<file path="src/sv/cwd_pkg.sv">
// Shared types and constants for the calibrated window detector.
`timescale 1ns / 1ps
package cwd_pkg;

  // Default sample width of the ADC readings
  localparam int SAMPLE_BITS_DEFAULT = 10;

  // Configuration port widths
  localparam int CFG_INDEX_W = 8;
  localparam int CFG_DATA_W  = 16;

  // Register widths and reset values
  localparam int CALIB_W = 8;
  localparam int HOLD_W  = 16;
  localparam logic [CALIB_W-1:0] CALIB_COUNT_RESET = 8'd50;
  localparam logic [HOLD_W-1:0]  HOLD_TICKS_RESET  = 16'd200;

  // Register indexes on the configuration port
  typedef enum logic [CFG_INDEX_W-1:0] {
    REG_CALIB_COUNT = 8'd0,
    REG_HOLD_TICKS  = 8'd1
  } cfg_reg_e;

  // Item kinds
  typedef enum logic {
    OP_SAMPLE = 1'b0,
    OP_TICK   = 1'b1
  } op_e;

  // Live configuration handed to the detector core
  typedef struct packed {
    logic [CALIB_W-1:0] calib_count;
    logic [HOLD_W-1:0]  hold_ticks;
  } cfg_t;

  // One result item
  typedef struct packed {
    logic calibrating;
    logic below_event;
    logic above_event;
    logic switch_on;
  } result_t;

endpackage

</file>
<file path="src/sv/cwd_in_if.sv">
// Input item channel: op and sample with valid/ready.
`timescale 1ns / 1ps
interface cwd_in_if #(
  parameter int SAMPLE_BITS = cwd_pkg::SAMPLE_BITS_DEFAULT
);
  logic                   valid;
  logic                   ready;
  logic                   op;
  logic [SAMPLE_BITS-1:0] sample;

  modport source (output valid, output op, output sample, input ready);
  modport sink   (input valid, input op, input sample, output ready);
endinterface

</file>
<file path="src/sv/cwd_out_if.sv">
// Result channel: detector flags with valid/ready.
`timescale 1ns / 1ps
interface cwd_out_if;
  logic valid;
  logic ready;
  logic calibrating;
  logic below_event;
  logic above_event;
  logic switch_on;

  modport source (output valid, output calibrating, output below_event,
                  output above_event, output switch_on, input ready);
  modport sink   (input valid, input calibrating, input below_event,
                  input above_event, input switch_on, output ready);
endinterface

</file>
<file path="src/sv/cwd_cfg_if.sv">
// Configuration write channel: register index and data with valid/ready.
`timescale 1ns / 1ps
interface cwd_cfg_if;
  logic                           valid;
  logic                           ready;
  logic [cwd_pkg::CFG_INDEX_W-1:0] index;
  logic [cwd_pkg::CFG_DATA_W-1:0]  data;

  modport source (output valid, output index, output data, input ready);
  modport sink   (input valid, input index, input data, output ready);
endinterface

</file>
<file path="src/sv/cwd_cfg_regs.sv">
// Configuration registers for calibration length and hold time.
`timescale 1ns / 1ps
module cwd_cfg_regs (
  input  logic          clk,
  input  logic          rst,
  cwd_cfg_if.sink       cfg,
  output cwd_pkg::cfg_t cfg_q
);
  import cwd_pkg::*;

  cfg_t regs;

  // Writes are always taken; unknown indexes are dropped
  assign cfg.ready = 1'b1;
  assign cfg_q     = regs;

  always_ff @(posedge clk) begin
    if (rst) begin
      regs.calib_count <= CALIB_COUNT_RESET;
      regs.hold_ticks  <= HOLD_TICKS_RESET;
    end else if (cfg.valid) begin
      unique case (cfg.index)
        REG_CALIB_COUNT: regs.calib_count <= cfg.data[CALIB_W-1:0];
        REG_HOLD_TICKS:  regs.hold_ticks  <= cfg.data[HOLD_W-1:0];
        default: ;
      endcase
    end
  end

endmodule

</file>
<file path="src/sv/cwd_in_stage.sv">
// Input register stage that holds one accepted item for the core.
`timescale 1ns / 1ps
module cwd_in_stage #(
  parameter int SAMPLE_BITS = cwd_pkg::SAMPLE_BITS_DEFAULT
) (
  input  logic                   clk,
  input  logic                   rst,
  cwd_in_if.sink                 din,
  output logic                   itm_valid,
  input  logic                   itm_ready,
  output logic                   itm_op,
  output logic [SAMPLE_BITS-1:0] itm_sample
);
  import cwd_pkg::*;

  logic                   held;
  logic                   op;
  logic [SAMPLE_BITS-1:0] sample;

  // Take a new transaction when empty or when the core drains this one
  assign din.ready  = !held || itm_ready;
  assign itm_valid  = held;
  assign itm_op     = op;
  assign itm_sample = sample;

  always_ff @(posedge clk) begin
    if (rst) begin
      held <= 1'b0;
    end else if (din.valid && din.ready) begin
      held <= 1'b1;
    end else if (itm_ready) begin
      held <= 1'b0;
    end
  end

  // Payload needs no reset
  always_ff @(posedge clk) begin
    if (din.valid && din.ready) begin
      op     <= din.op;
      sample <= din.sample;
    end
  end

endmodule

</file>
<file path="src/sv/cwd_core.sv">
// Detector core: calibration, window compare, hold countdown, result register.
`timescale 1ns / 1ps
module cwd_core #(
  parameter int SAMPLE_BITS = cwd_pkg::SAMPLE_BITS_DEFAULT
) (
  input  logic                   clk,
  input  logic                   rst,
  input  cwd_pkg::cfg_t          cfg_q,
  input  logic                   itm_valid,
  output logic                   itm_ready,
  input  logic                   itm_op,
  input  logic [SAMPLE_BITS-1:0] itm_sample,
  cwd_out_if.source              dout
);
  import cwd_pkg::*;

  // Detector state
  logic                   calib_phase;
  logic [CALIB_W-1:0]     calib_counter;
  logic [SAMPLE_BITS-1:0] seen_min;
  logic [SAMPLE_BITS-1:0] seen_max;
  logic [SAMPLE_BITS-1:0] lower_bound;
  logic [SAMPLE_BITS:0]   upper_bound;
  logic [HOLD_W-1:0]      hold_count;
  logic                   below_flag;
  logic                   above_flag;

  // Next values
  logic                   calib_phase_next;
  logic [CALIB_W-1:0]     calib_counter_next;
  logic [SAMPLE_BITS-1:0] seen_min_next;
  logic [SAMPLE_BITS-1:0] seen_max_next;
  logic [SAMPLE_BITS-1:0] lower_bound_next;
  logic [SAMPLE_BITS:0]   upper_bound_next;
  logic [HOLD_W-1:0]      hold_count_next;
  logic                   below_flag_next;
  logic                   above_flag_next;
  logic [SAMPLE_BITS-1:0] pad;

  // Result register
  logic    res_valid;
  result_t res;
  logic    advance;

  // Move an item into the result register when that register is free or drains
  assign itm_ready = !res_valid || dout.ready;
  assign advance   = itm_valid && itm_ready;

  // Padding and window from the updated extremes
  always_comb begin
    pad = (seen_max_next >= seen_min_next) ? (seen_max_next - seen_min_next) : '0;
    lower_bound_next = (seen_min_next > pad) ? (seen_min_next - pad) : '0;
    upper_bound_next = {1'b0, seen_max_next} + {1'b0, pad};
  end

  // Apply one item to the state
  always_comb begin
    calib_phase_next   = calib_phase;
    calib_counter_next = calib_counter;
    seen_min_next      = seen_min;
    seen_max_next      = seen_max;
    hold_count_next    = hold_count;
    below_flag_next    = below_flag;
    above_flag_next    = above_flag;
    if (itm_op == OP_TICK) begin
      if (hold_count != '0) begin
        hold_count_next = hold_count - 1'b1;
      end
    end else if (calib_phase) begin
      if (itm_sample > seen_max) begin
        seen_max_next = itm_sample;
      end
      if (itm_sample < seen_min) begin
        seen_min_next = itm_sample;
      end
      calib_counter_next = calib_counter + 1'b1;
      if (calib_counter_next == '0 || calib_counter_next >= cfg_q.calib_count) begin
        calib_phase_next = 1'b0;
      end
    end else if (itm_sample < lower_bound) begin
      below_flag_next = 1'b1;
      above_flag_next = 1'b0;
      hold_count_next = cfg_q.hold_ticks;
    end else if ({1'b0, itm_sample} > upper_bound) begin
      below_flag_next = 1'b0;
      above_flag_next = 1'b1;
      hold_count_next = cfg_q.hold_ticks;
    end else begin
      below_flag_next = 1'b0;
      above_flag_next = 1'b0;
    end
  end

  // Commit state on each advancing item
  always_ff @(posedge clk) begin
    if (rst) begin
      calib_phase   <= 1'b1;
      calib_counter <= '0;
      seen_min      <= '1;
      seen_max      <= '0;
      lower_bound   <= '0;
      upper_bound   <= '0;
      hold_count    <= '0;
      below_flag    <= 1'b0;
      above_flag    <= 1'b0;
    end else if (advance) begin
      calib_phase   <= calib_phase_next;
      calib_counter <= calib_counter_next;
      seen_min      <= seen_min_next;
      seen_max      <= seen_max_next;
      hold_count    <= hold_count_next;
      below_flag    <= below_flag_next;
      above_flag    <= above_flag_next;
      // Latch the window on the sample that ends calibration
      if (calib_phase && !calib_phase_next) begin
        lower_bound <= lower_bound_next;
        upper_bound <= upper_bound_next;
      end
    end
  end

  // Result valid: set by an advancing item, cleared when taken
  always_ff @(posedge clk) begin
    if (rst) begin
      res_valid <= 1'b0;
    end else if (advance) begin
      res_valid <= 1'b1;
    end else if (dout.ready) begin
      res_valid <= 1'b0;
    end
  end

  // Result payload
  always_ff @(posedge clk) begin
    if (advance) begin
      res.calibrating <= calib_phase_next;
      res.below_event <= below_flag_next;
      res.above_event <= above_flag_next;
      res.switch_on   <= (hold_count_next != '0);
    end
  end

  assign dout.valid       = res_valid;
  assign dout.calibrating = res.calibrating;
  assign dout.below_event = res.below_event;
  assign dout.above_event = res.above_event;
  assign dout.switch_on   = res.switch_on;

`ifndef SYNTH
  // Calibration never restarts without a reset
  a_calib_once: assert property (@(posedge clk) disable iff (rst)
    !calib_phase |=> !calib_phase)
    else $error("calibration phase re-entered");

  // The two event flags are exclusive
  a_flags_excl: assert property (@(posedge clk) disable iff (rst)
    !(below_flag && above_flag))
    else $error("below and above flags both set");

  // No events during calibration
  a_no_event_calib: assert property (@(posedge clk) disable iff (rst)
    calib_phase |-> (!below_flag && !above_flag))
    else $error("event flag set while calibrating");

  // The window is well ordered once calibrated
  a_window_order: assert property (@(posedge clk) disable iff (rst)
    !calib_phase |-> ({1'b0, lower_bound} <= upper_bound))
    else $error("lower bound above upper bound");
`endif

endmodule

</file>
<file path="src/sv/calibrated_window_detector_hold_unit.sv">
// Top level of the calibrated window detector with hold timer.
//
// Usage:
//   din  carries items: op selects an ADC sample or one time tick.
//   dout returns one result per item: calibrating, below_event,
//        above_event and switch_on, as they stand after that item.
//   cfg  writes register 0 (calibration length) and 1 (hold ticks);
//        it is always ready and writes are meant for idle periods.
// Path: an accepted item is held first in the input register and then in the
//   result register, which drives dout.valid.
// Throughput: one item per cycle while dout is taken; the window compare, the
//   calibration update and the countdown step fit between the two registers.
// Reset: configuration returns to 50 samples and 200 ticks, calibration
//   restarts and the countdown is cleared; no clearing pass is needed.
// Stall: when dout is not taken, the result register holds and the input
//   register keeps one more item; din.ready drops only when both are full.
`timescale 1ns / 1ps
module calibrated_window_detector_hold_unit #(
  parameter int SAMPLE_BITS = cwd_pkg::SAMPLE_BITS_DEFAULT
) (
  input  logic      clk,
  input  logic      rst,
  cwd_in_if.sink    din,
  cwd_out_if.source dout,
  cwd_cfg_if.sink   cfg
);
  import cwd_pkg::*;

  cfg_t                   cfg_q;
  logic                   itm_valid;
  logic                   itm_ready;
  logic                   itm_op;
  logic [SAMPLE_BITS-1:0] itm_sample;

  cwd_cfg_regs u_cfg_regs (
    .clk   (clk),
    .rst   (rst),
    .cfg   (cfg),
    .cfg_q (cfg_q)
  );

  cwd_in_stage #(
    .SAMPLE_BITS (SAMPLE_BITS)
  ) u_in_stage (
    .clk        (clk),
    .rst        (rst),
    .din        (din),
    .itm_valid  (itm_valid),
    .itm_ready  (itm_ready),
    .itm_op     (itm_op),
    .itm_sample (itm_sample)
  );

  cwd_core #(
    .SAMPLE_BITS (SAMPLE_BITS)
  ) u_core (
    .clk        (clk),
    .rst        (rst),
    .cfg_q      (cfg_q),
    .itm_valid  (itm_valid),
    .itm_ready  (itm_ready),
    .itm_op     (itm_op),
    .itm_sample (itm_sample),
    .dout       (dout)
  );

endmodule

</file>
<file path="src/flat_wrapper.sv">
// flat-port wrapper written by rule: the top's interface ports become plain ports
module calibrated_window_detector_hold_unit_flat import cwd_pkg::*;
#(
  parameter int SAMPLE_BITS = cwd_pkg::SAMPLE_BITS_DEFAULT
)
  (clk, rst, din_valid, din_op, din_sample, din_ready, dout_valid, dout_calibrating, dout_below_event, dout_above_event, dout_switch_on, dout_ready, cfg_valid, cfg_index, cfg_data, cfg_ready);
  cwd_in_if #(.SAMPLE_BITS(SAMPLE_BITS)) din_i ();
  cwd_out_if dout_i ();
  cwd_cfg_if cfg_i ();
  input  logic clk;
  input  logic rst;
  input wire logic [$bits(din_i.valid)-1:0] din_valid;
  input wire logic [$bits(din_i.op)-1:0] din_op;
  input wire logic [$bits(din_i.sample)-1:0] din_sample;
  output wire logic [$bits(din_i.ready)-1:0] din_ready;
  output wire logic [$bits(dout_i.valid)-1:0] dout_valid;
  output wire logic [$bits(dout_i.calibrating)-1:0] dout_calibrating;
  output wire logic [$bits(dout_i.below_event)-1:0] dout_below_event;
  output wire logic [$bits(dout_i.above_event)-1:0] dout_above_event;
  output wire logic [$bits(dout_i.switch_on)-1:0] dout_switch_on;
  input wire logic [$bits(dout_i.ready)-1:0] dout_ready;
  input wire logic [$bits(cfg_i.valid)-1:0] cfg_valid;
  input wire logic [$bits(cfg_i.index)-1:0] cfg_index;
  input wire logic [$bits(cfg_i.data)-1:0] cfg_data;
  output wire logic [$bits(cfg_i.ready)-1:0] cfg_ready;
  assign din_i.valid = din_valid;
  assign din_i.op = din_op;
  assign din_i.sample = din_sample;
  assign din_ready = din_i.ready;
  assign dout_valid = dout_i.valid;
  assign dout_calibrating = dout_i.calibrating;
  assign dout_below_event = dout_i.below_event;
  assign dout_above_event = dout_i.above_event;
  assign dout_switch_on = dout_i.switch_on;
  assign dout_i.ready = dout_ready;
  assign cfg_i.valid = cfg_valid;
  assign cfg_i.index = cfg_index;
  assign cfg_i.data = cfg_data;
  assign cfg_ready = cfg_i.ready;
  calibrated_window_detector_hold_unit #(.SAMPLE_BITS(SAMPLE_BITS)) u_core (.clk(clk), .rst(rst), .din(din_i), .dout(dout_i), .cfg(cfg_i));
endmodule
</file>
<file path="config.mk">
export PLATFORM = sky130hd
export DESIGN_NAME = calibrated_window_detector_hold_unit_flat
export DESIGN_NICKNAME = d
export VERILOG_FILES = /design/src/sv/cwd_pkg.sv /design/src/sv/cwd_in_if.sv /design/src/sv/cwd_out_if.sv /design/src/sv/cwd_cfg_if.sv /design/src/sv/cwd_cfg_regs.sv /design/src/sv/cwd_in_stage.sv /design/src/sv/cwd_core.sv /design/src/sv/calibrated_window_detector_hold_unit.sv /design/src/flat_wrapper.sv
export SDC_FILE = /design/constraint.sdc
export NUM_CORES = 1
export LEC_CHECK = 0
export ABC_AREA = 0
export BUFFER_PORTS_ARGS = -buffer_cell sky130_fd_sc_hd__buf_2
export CORE_MARGIN = 2
export CORE_UTILIZATION = 44
export CTS_CLUSTER_SIZE = 14
export DETAILED_ROUTE_END_ITERATION = 16
export PLACE_DENSITY = 0.65
export SETUP_SLACK_MARGIN = 0.4
export SYNTH_ARGS = -nofsm -noshare
export SYNTH_HDL_FRONTEND = slang
export SYNTH_SLANG_ARGS = --single-unit
</file>
<file path="constraint.sdc">
create_clock -name clk -period 6.9 [get_ports clk]
set_input_delay 0.69 -clock clk [delete_from_list [all_inputs] [get_ports clk]]
set_output_delay 0.69 -clock clk [all_outputs]
set_load 0.03 [all_outputs]
</file>
# Word-level counts from Yosys, hierarchy flattened
# Index checks and enable logic that the tools add are counted.
[op_classes]
n_addsub = 5
multipliers = 0
n_div = 0
n_lt_le_gt_ge = 7
n_eq_ne = 1
shifts = 0
n_mux = 27
bitwise = 1
reduce_logical = 19
[ops]
columns = ["cell", "count"]
rows = [
  ["two-way mux 10 bit", 8],
  ["two-way mux 16 bit", 5],
  ["nonzero test 16 bit", 2],
  ["greater-than comparator 10 bit", 2],
  ["< comparator 10 bit", 2],
  ["subtractor 10 bit", 2],
  ["logical NOT 8 bit", 2],
  ["subtractor 16 x 1 -> 16 bit, second input constant", 1],
  ["two-way mux 1 bit", 14],
  ["adder 10 x 10 -> 11 bit", 1],
  ["greater-than comparator 10 x 11 -> 1 bit", 1],
  ["greater-or-equal comparator 10 bit", 1],
  ["adder 8 x 1 -> 8 bit, second input constant", 1],
  ["equality test 8 x 1 -> 1 bit, second input constant", 1],
  ["greater-or-equal comparator 8 bit", 1],
  ["AND reduction 2 bit", 3],
  ["nonzero test 2 bit", 2],
  ["logical AND 1 bit", 3],
  ["logical NOT 1 bit", 3],
  ["logical OR 1 bit", 3],
  ["AND reduction 3 bit", 1],
  ["NOT 1 bit", 1],
]
[word_totals]
ff_bits = 109
latch_bits = 0
ram_bits = 0
romBits = 0
inputBits = 40
out_inout_bits = 7
word_cells = 79
n_memories = 0

# Depth between registers and ports, before layout
# Gate-level depths: netlist of the first run.
[logic_depth]
depth_word = 9
ltp_mapped = 31
depth_no_buf = 29

# Hierarchy
# Synthesis of the first run repeated with hierarchy kept, for this count alone.
[hier_totals]
cells_unflattened = 902
area_unflattened_um2 = 7498.4
[by_module_without_submodules]
columns = ["module", "n_inst", "cells_per_inst", "area_per_inst_um2", "seq_area_each_um2"]
rows = [
  ["cwd_core", 1, 770, 6039.5, 1501.4],
  ["cwd_cfg_regs", 1, 116, 1073.5, 480.5],
  ["cwd_in_stage", 1, 16, 385.4, 350.3],
]

# Worst setup path after synthesis of the first run
# OpenSTA, ideal clock, no wires.
[synth_path]
kind = "register to register"
from = "register u_core.u_in_stage.sample[5], in the netlist u_core.u_in_stage.itm_sample[5]"
to = "register u_core.u_core.lower_bound[5]"
setup_time_ns = 0.128
arrival_ns = 5.991
t_required_ns = 6.772
slack_ns = 0.782
stages_incl_launch_ff = 27
path_buffers = 2
path_cell_list = "edfxtp_1 > ha_1 > a21oi_1 > o21ai_0 > a2111oi_1 > nor2_1 > clkbuf_1 > nand2_1 > o21ai_0 > ha_1 > nand4_1 > or2_2 > o311ai_1 > clkbuf_1 > nand2_1 > fa_1 > a21o_1 > a21oi_1 > o21bai_1 > a21oi_1 > o21bai_1 > a21oi_1 > nor2b_1 > o21ai_0 > a211oi_1 > a32oi_1 > nor2_1"
[synth_via]
elab_chain_len = 8
word_cells_on_any_way = 14
[synth_lines]
columns = ["element", "line", "text"]
rows = [
  ["start: declaration", "cwd_in_stage.sv:18", "logic [SAMPLE_BITS-1:0] sample;"],
  ["start signal: assignment", "cwd_in_stage.sv:40", "sample <= din.sample;"],
  ["greater-than comparator 10 bit *", "cwd_core.sv:70", "if (itm_sample > seen_max) begin"],
  ["two-way mux 10 bit *", "cwd_core.sv:70", ""],
  ["two-way mux 10 bit *", "cwd_core.sv:69", "end else if (calib_phase) begin"],
  ["two-way mux 10 bit *", "cwd_core.sv:65", "if (itm_op == OP_TICK) begin"],
  ["named net u_core.u_core.seen_max_next[7]", "cwd_core.sv:32", "logic [SAMPLE_BITS-1:0] seen_max_next;"],
  ["greater-or-equal comparator 10 bit / subtractor 10 bit (equally long branches)", "cwd_core.sv:51", "pad = (seen_max_next >= seen_min_next) ? (seen_max_next - seen_min_next) : '0;"],
  ["two-way mux 10 bit *", "cwd_core.sv:51", ""],
  ["subtractor 10 bit / greater-than comparator 10 bit (equally long branches)", "cwd_core.sv:52", "lower_bound_next = (seen_min_next > pad) ? (seen_min_next - pad) : '0;"],
  ["two-way mux 10 bit *", "cwd_core.sv:52", ""],
  ["end signal: assignment", "cwd_core.sv:116", "lower_bound <= lower_bound_next;"],
  ["end: declaration", "cwd_core.sv:22", "logic [SAMPLE_BITS-1:0] lower_bound;"],
]
# Mark *: on every way through the listed nets, which the timed path passes. The rest lies on a longest branch.
# A chain may end at the register's enable or synchronous reset.

# Final worst setup path of the first run
[layout_path]
from = "register u_core.u_in_stage.sample[7], in the netlist u_core.u_in_stage.itm_sample[7]"
to = "register u_core.u_core.upper_bound[10]"
[layout_via]
elab_chain_len = 7
word_cells_on_any_way = 12
[layout_lines]
columns = ["element", "line", "text"]
rows = [
  ["greater-than comparator 10 bit", "cwd_core.sv:70", ""],
  ["two-way mux 10 bit *", "cwd_core.sv:70", ""],
  ["two-way mux 10 bit *", "cwd_core.sv:69", ""],
  ["two-way mux 10 bit *", "cwd_core.sv:65", ""],
  ["named net u_core.u_core.seen_max_next[7]", "cwd_core.sv:32", ""],
  ["subtractor 10 bit / greater-or-equal comparator 10 bit (equally long branches)", "cwd_core.sv:51", ""],
  ["two-way mux 10 bit", "cwd_core.sv:51", ""],
  ["adder 10 x 10 -> 11 bit *", "cwd_core.sv:53", "upper_bound_next = {1'b0, seen_max_next} + {1'b0, pad};"],
  ["end signal: assignment", "cwd_core.sv:117", "upper_bound <= upper_bound_next;"],
  ["end: declaration", "cwd_core.sv:23", "logic [SAMPLE_BITS:0] upper_bound;"],
]
# Marked as above.

==> results of run 1 <==
==> worst max path at each step <==
stage | startpoint | slack, ns | cells after the start | end
after floorplan | u_core.u_in_stage.itm_sample[5] | 0.78 | 26 | u_core.u_core.lower_bound[5]
after global placement | u_core.u_in_stage.itm_sample[5] | 0.40 | 24 | u_core.u_core.lower_bound[3]
after detailed placement | u_core.u_in_stage.itm_sample[5] | 0.16 | 24 | u_core.u_core.lower_bound[9]
after CTS | u_core.u_in_stage.itm_sample[5] | 0.49 | 25 | u_core.u_core.lower_bound[5]
after global routing | u_core.u_in_stage.itm_sample[7] | 0.47 | 29 | u_core.u_core.lower_bound[5]
final | u_core.u_in_stage.itm_sample[7] | 0.95 | 26 | u_core.u_core.upper_bound[10]
==> power groups by stage <==
stage / registers (µW) / logic (µW) / clock network, µW
after floorplan: 693 / 330 / 0
after global placement: 696 / 451 / 0
after detailed placement: 696 / 450 / 0
after CTS: 681 / 454 / 563
after global routing: 685 / 523 / 585
final: 682 / 468 / 548
==> through the flow <==
step	power, µW	util (%)	hold slack [ns]	setup slack, ns
finish	1700	50.7	0.454	0.949
global route	1790	50.7	0.473	0.467
CTS	1700	50.2	0.454	0.494
detailed placement	1150	48.3	0.445	0.161
global placement	1150	48.3	0.440	0.404
floorplan	1020	-	0.430	0.782
==> logic make-up after synthesis <==
logic type | Yosys count | share of synthesized area, %
compound gates | 228 | 20.5
xor+xnor | 35 | 4.26
fa+ha+maj | 81 | 14.0
buf+inv | 124 | 6.46
flops | 109 | 31.6
mux | 38 | 5.19
other cells | 1 | 0.0508
simple gates | 287 | 17.9
==> sequential cells by signal, summed over array words and instances, names as in the netlist, 8 cells and up <==
register	flops
u_core.u_core.hold_count	16
u_core.u_core.seen_max	10
u_core.u_core.upper_bound	11
u_core.u_core.lower_bound	10
u_core.u_in_stage.itm_sample	10
u_core.u_cfg_regs.cfg_q	24
u_core.u_core.calib_counter	8
u_core.u_core.seen_min	10
==> per-layer routing <==
metal	share of wire, %	track usage, %	up-vias
met2	44	32.9	117
li1	-	-	3282
met5	0	0	-
met4	1.3	6.74	0
met3	5.4	3.73	15
met1	50	31.4	2977
==> cell usage in the layout (no fill, tap or decap), drive strengths merged, types with 20 or more instances in the layout <==
cell,n
nand2,107
dfxtp,94
inv,93
nor2,85
buf,78
ha,76
a21oi,66
o21ai,40
mux2i,36
a21o,25
xnor2,20
==> worst register-to-register path, cell delays in order (launching register included) <==
cell and delay [ns]:
edfxtp_1 0.49, ha_1 0.35, and4_1 0.33, o211a_1 0.24
a2111oi_4 0.06, nor2_4 0.34, nand2_1 0.09, o21ai_1 0.21
ha_1 0.36, a21o_1 0.22, a21o_1 0.18, a211oi_1 0.38
o311ai_1 0.16, buf_4 0.22, nand2_1 0.09, inv_1 0.05
ha_1 0.32, nor2b_1 0.17, o21ai_0 0.19, nand2_1 0.11
a21o_1 0.19, a21o_1 0.19, a21o_1 0.18, a21o_1 0.19
a21o_1 0.17, a211oi_1 0.23, nor3_1 0.07
==> final cells by class <==
type,count,area (µm²),share of cell area (%)
repair buffers,78,475,5.70
clock buffers,11,243,2.91
multi-input cells,670,4620,55.4
well taps,220,275,3.30
flip-flops and latches,109,2330,27.9
clock inverters,5,62.6,0.750
inverters,89,334,4.00
==> repair_timing <==
| item | in CTS | in global routing |
|---|---|---|
| hold endpoints to repair | 0 | 0 |
| resized for setup | 2 | 9 |
| pin swaps | 0 | 3 |
| endpoints found under the setup margin | 9 | 14 |
| setup buffers | 0 | 5 |
==> results_dict.tcl, run 1 <==
set metrics [dict create \
    grt_max_degree 95 \
    timing.fmax_mhz 168 \
    pwr-share-comb_pct 27.6 \
    holdCritPathClass "register to register" \
    required_ns 7.11 \
    cts_hold_buffers 0 \
    nNetsFinal 1076 \
    rsz0062_at_grt "no" \
    gr-total-overflow 0 \
    drt_first_pass_iters 5 \
    die-area_um2 17800 \
    synth_top_area_share_pct 25.5 \
    drcViolationCount 0 \
    dp_hpwl_um 14000 \
    worstHoldStart "u_core.u_core.upper_bound[7]" \
    track_usage_pct 21.7 \
    via_per_inst 5.41 \
    worstReg2RegEnd "u_core.u_core.upper_bound[10]" \
    pwr-share-seq_pct 40.2 \
    rows 47 \
    portBuffers 45 \
    place.gp.congestion 0.916 \
    cts.path.max_buffers 2 \
    drive_above_1_share_pct 12.9 \
    die_w_um 134 \
    synth_seq_area_share_pct 31.6 \
    status "completed" \
    yosysMostFrequentCell "nand2_1" \
    syn_inst 903 \
    crit_path_end_kind "register" \
    syn_to_final_growth_pct 13.1 \
    clkTransAtPathRegs_ns 0.08 \
    synthDistinctLibCells 70 \
    hold_depth 2 \
    cts_made_buffers 9 \
    worst_path_most_repeated_cell "a21o_1" \
    power_leakage_uw 0.00374 \
    synth_edf_count 15 \
    ys.flop_type "dfxtp_1" \
    antenna_found_initial 0 \
    ir_drop_uv 118 \
    dpl_cell_area_um2 7960 \
    syn_area_per_cell_um2 8.17 \
    cellPowerDensity_nw_per_um2 203 \
    grt_pass1_wl_um 30500 \
    tightest_slew_ns 1.14 \
    switching_share_pct 31.6 \
    floorplan.initialDensity_pct 44.8 \
    cap_violations 0 \
    clkPwrFrac_pct 32.3 \
    post_drt_wl_per_cell_um 15.7 \
    synth_top_cell_by_area "dfxtp_1" \
    ios 47 \
    netlist_area_um2 7380 \
    vias 6391 \
    tns_ns 0 \
    final_area_um2 8350 \
    fill_cells 1612 \
    ys_warn_count 0 \
    power.switching_uw 536 \
    wirelength_um 18600 \
    cts.sinks 109 \
    hold_viol 0 \
    cp_max_fo 15 \
    min_period_ns 5.95 \
    synth_common_cells "nand2_1 (107), dfxtp_1 (94), inv_1 (89)" \
    slowest_stage "edfxtp_1" \
    crit_type "register to register" \
    final_cells 1182 \
    reg2regPathDepth 26 \
    path_delay_family "compound AO/OA/AOI/OAI gates" \
    post-route-period-util_pct 86.2 \
    internal_power_uw 1160 \
    core_area_um2 16500 \
    antenna_left 0 \
    hold_path_end "u_core.u_core.upper_bound[7]" \
    rr_startpoint "u_core.u_in_stage.itm_sample[7]" \
    skew_ns 0.00899 \
    grt_pass1_vias 5931 \
    tritoncts "built" \
    first_iter_violations 472 \
    synth_fp_nets 1022 \
    cp.arrival_ns 6.16 \
    maxSlewViolCount 0 \
    finalSetupViolations 0 \
    synthArstFlopShare_pct 0 \
    clock-root-buffer "clkbuf_16" \
    slew_headroom_pct 23.7 \
    dp.cells 1161 \
    synth_area_leaders "dfxtp_1 (25%), ha_1 (13%), edfxtp_1 (6.1%)" \
    ff2ff_setup_slack_ns 0.95 \
    antenna_cells 0 \
    die_h_um 134 \
    max_stage_delay_ns 0.49 \
    crit_buf_inv 2 \
    crit_path_start_kind "register" \
    insertion_delay_ns 0.36 \
    htree_levels 3 \
    ys_ff_latch 109 \
]
No activity file was read; power rests on OpenSTA's default activity.
==> inputs of run 2 (changes only) <==
--- a/config.mk
+++ b/config.mk
@@ -12,6 +12,7 @@
 export CTS_CLUSTER_SIZE = 14
 export DETAILED_ROUTE_END_ITERATION = 16
 export PLACE_DENSITY = 0.65
+export REMOVE_ABC_BUFFERS = 1
 export SETUP_SLACK_MARGIN = 0.4
 export SYNTH_ARGS = -nofsm -noshare
 export SYNTH_HDL_FRONTEND = slang
==> results_dict.tcl, run 2 (synthesis gave the netlist of run 1 again) <==
set metrics [dict create \
    crit_path_end_kind "register" \
    drt_first_pass_iters 5 \
    holdWs_ns 0.453 \
    ff2ff_setup_slack_ns 0.86 \
    power.switching_uw 556 \
    cap_violations 0 \
    crit_path_start_kind "register" \
    via_per_inst 5.48 \
    floorplan.initialDensity_pct 44.8 \
    worstReg2RegEnd "u_core.u_core.upper_bound[10]" \
    fin_util_pct 50.6 \
    rr_startpoint "u_core.u_in_stage.itm_sample[8]" \
    final_area_um2 8330 \
    skew_ns 0.0119 \
    cp_cell_sequence "ha_1 > nand4_1 > o31ai_2 > buf_4 > mux2i_1 > ha_1 > a21o_1 > a21o_1 > a211oi_1 > o311ai_2 > buf_6 > nand2_1 > inv_1 > ha_1 > nor2b_1 > o21ai_0 > nand2_1 > a21o_1 > a21o_1 > a21o_1 > a21o_1 > a21o_1 > a211oi_1 > nor3_1" \
    reg2regPathDepth 24 \
    post_drt_wl_per_cell_um 16.4 \
    tritoncts "built" \
    startpoint "u_core.u_in_stage.itm_sample[8]" \
    grt_pass1_wl_um 31700 \
    die_h_um 134 \
    antenna_found_initial 0 \
    place.gp.congestion 0.937 \
    cp.arrival_ns 6.26 \
    grt_max_degree 74 \
    clkPwrFrac_pct 31.1 \
    htree_levels 3 \
    clock-root-buffer "clkbuf_16" \
    internal_power_uw 1120 \
    nNetsFinal 1075 \
    min_period_ns 6.04 \
    ir_drop_uv 145 \
    final_cell_mix "nand2_1 (107), dfxtp_1 (94), inv_1 (89)" \
    finalSetupViolations 0 \
    insertion_delay_ns 0.37 \
    max_stage_delay_ns 0.53 \
    antenna_left 0 \
    drcViolationCount 0 \
    required_ns 7.12 \
    tns_ns 0 \
    wirelength_um 19300 \
    hold_viol 0 \
    clkTransAtPathRegs_ns 0.08 \
    tightest_slew_ns 1.05 \
    holdCritPathClass "register to register" \
    core_area_um2 16500 \
    grt_pass1_vias 6318 \
    track_usage_pct 22.4 \
    pwr-share-seq_pct 40.8 \
    die_w_um 134 \
    vias 6469 \
    power_leakage_uw 0.00373 \
    pwr-share-comb_pct 28.1 \
    dpl_cell_area_um2 7950 \
    portBuffers 45 \
    post-route-period-util_pct 87.6 \
    largest_reg_flops 24 \
    worst_path_most_repeated_cell "a21o_1" \
    rsz0062_at_grt "no" \
    antenna_cells 0 \
    maxSlewViolCount 0 \
    p_total_uw 1670 \
    timing.fmax_mhz 166 \
    cts.path.max_buffers 2 \
    rows 47 \
    crit_end "u_core.u_core.upper_bound[10]" \
    final_common_cell "nand2_1" \
    syn_to_final_growth_pct 12.9 \
    first_iter_violations 497 \
    cellPowerDensity_nw_per_um2 201 \
    drive_above_1_share_pct 13.0 \
    dp_hpwl_um 14400 \
    switching_share_pct 33.3 \
    slew_headroom_pct 30.0 \
    die-area_um2 17800 \
    status "completed" \
    gr-total-overflow 0 \
    cts_hold_buffers 0 \
    cts.sinks 109 \
    ios 47 \
    cts_made_buffers 9 \
    slowest_stage "o31ai_2" \
    crit_type "register to register" \
    cp_max_fo 13 \
]
-- run 2: cell type report --
cell class	instances	area, µm²
Inverter	89	334
Sequential cell	109	2330
Fill cell	1627	8130
Tap cell	220	275
Clock inverter	7	65.1
Clock buffer	9	225
Timing Repair Buffer	77	472
Multi-Input combinational cell	670	4630
-- run 2: worst max-delay path: cells and delay by family, from the launching register on --
family / cells / cell delay (ns)
muxes: 1 / 0.31
AOI/OAI and AO/OA: 12 / 2.90
DFF: 1 / 0.51
and+or+nand+nor: 5 / 0.64
adders and majority gates: 3 / 1.01
buffers and inverters: 3 / 0.51
-- run 2: how the worst min path moves through the flow --
stage                                       from                            to  cells past startpoint  slack [ns]
global placement    u_core.u_core.upper_bound[4]  u_core.u_core.upper_bound[4]                      2        0.44
CTS                 u_core.u_core.upper_bound[7]  u_core.u_core.upper_bound[7]                      2        0.46
detailed placement  u_core.u_core.upper_bound[7]  u_core.u_core.upper_bound[7]                      2        0.45
global route        u_core.u_core.upper_bound[8]  u_core.u_core.upper_bound[8]                      2        0.48
finish              u_core.u_core.upper_bound[7]  u_core.u_core.upper_bound[7]                      2        0.45
floorplan           u_core.u_core.upper_bound[4]  u_core.u_core.upper_bound[4]                      2        0.43
-- run 2: through the flow --
step | std cells | setup WS, ns
after global routing | 1181 | 0.441
after detailed placement | 1160 | 0.261
final | 1181 | 0.858
after floorplan | 868 | 0.210
after global placement | 1160 | 0.492
after CTS | 1176 | 0.476
-- run 2: power by group through the flow --
stage / registers (µW) / logic (µW) / clock network, µW
5_1_grt: 685 / 524 / 559
6_report: 683 / 469 / 521
2_1_floorplan: 696 / 317 / 0
3_5_place_dp: 698 / 450 / 0
3_3_place_gp: 697 / 450 / 0
4_1_cts: 683 / 454 / 534
-- run 2: timing repair --
action,CTS,global route
resized for setup,2,10
buffers inserted,0,5
pin swaps,0,1
endpoints found under the setup margin,9,13
-- run 2: metal layers --
metal,routed length (µm),vias to the layer above,global-route usage (%)
met5,0,-,0
met2,8910,148,37.4
met4,493,0,7.15
met1,9090,3000,29.1
met3,839,49,4.45
li1,-,3272,-
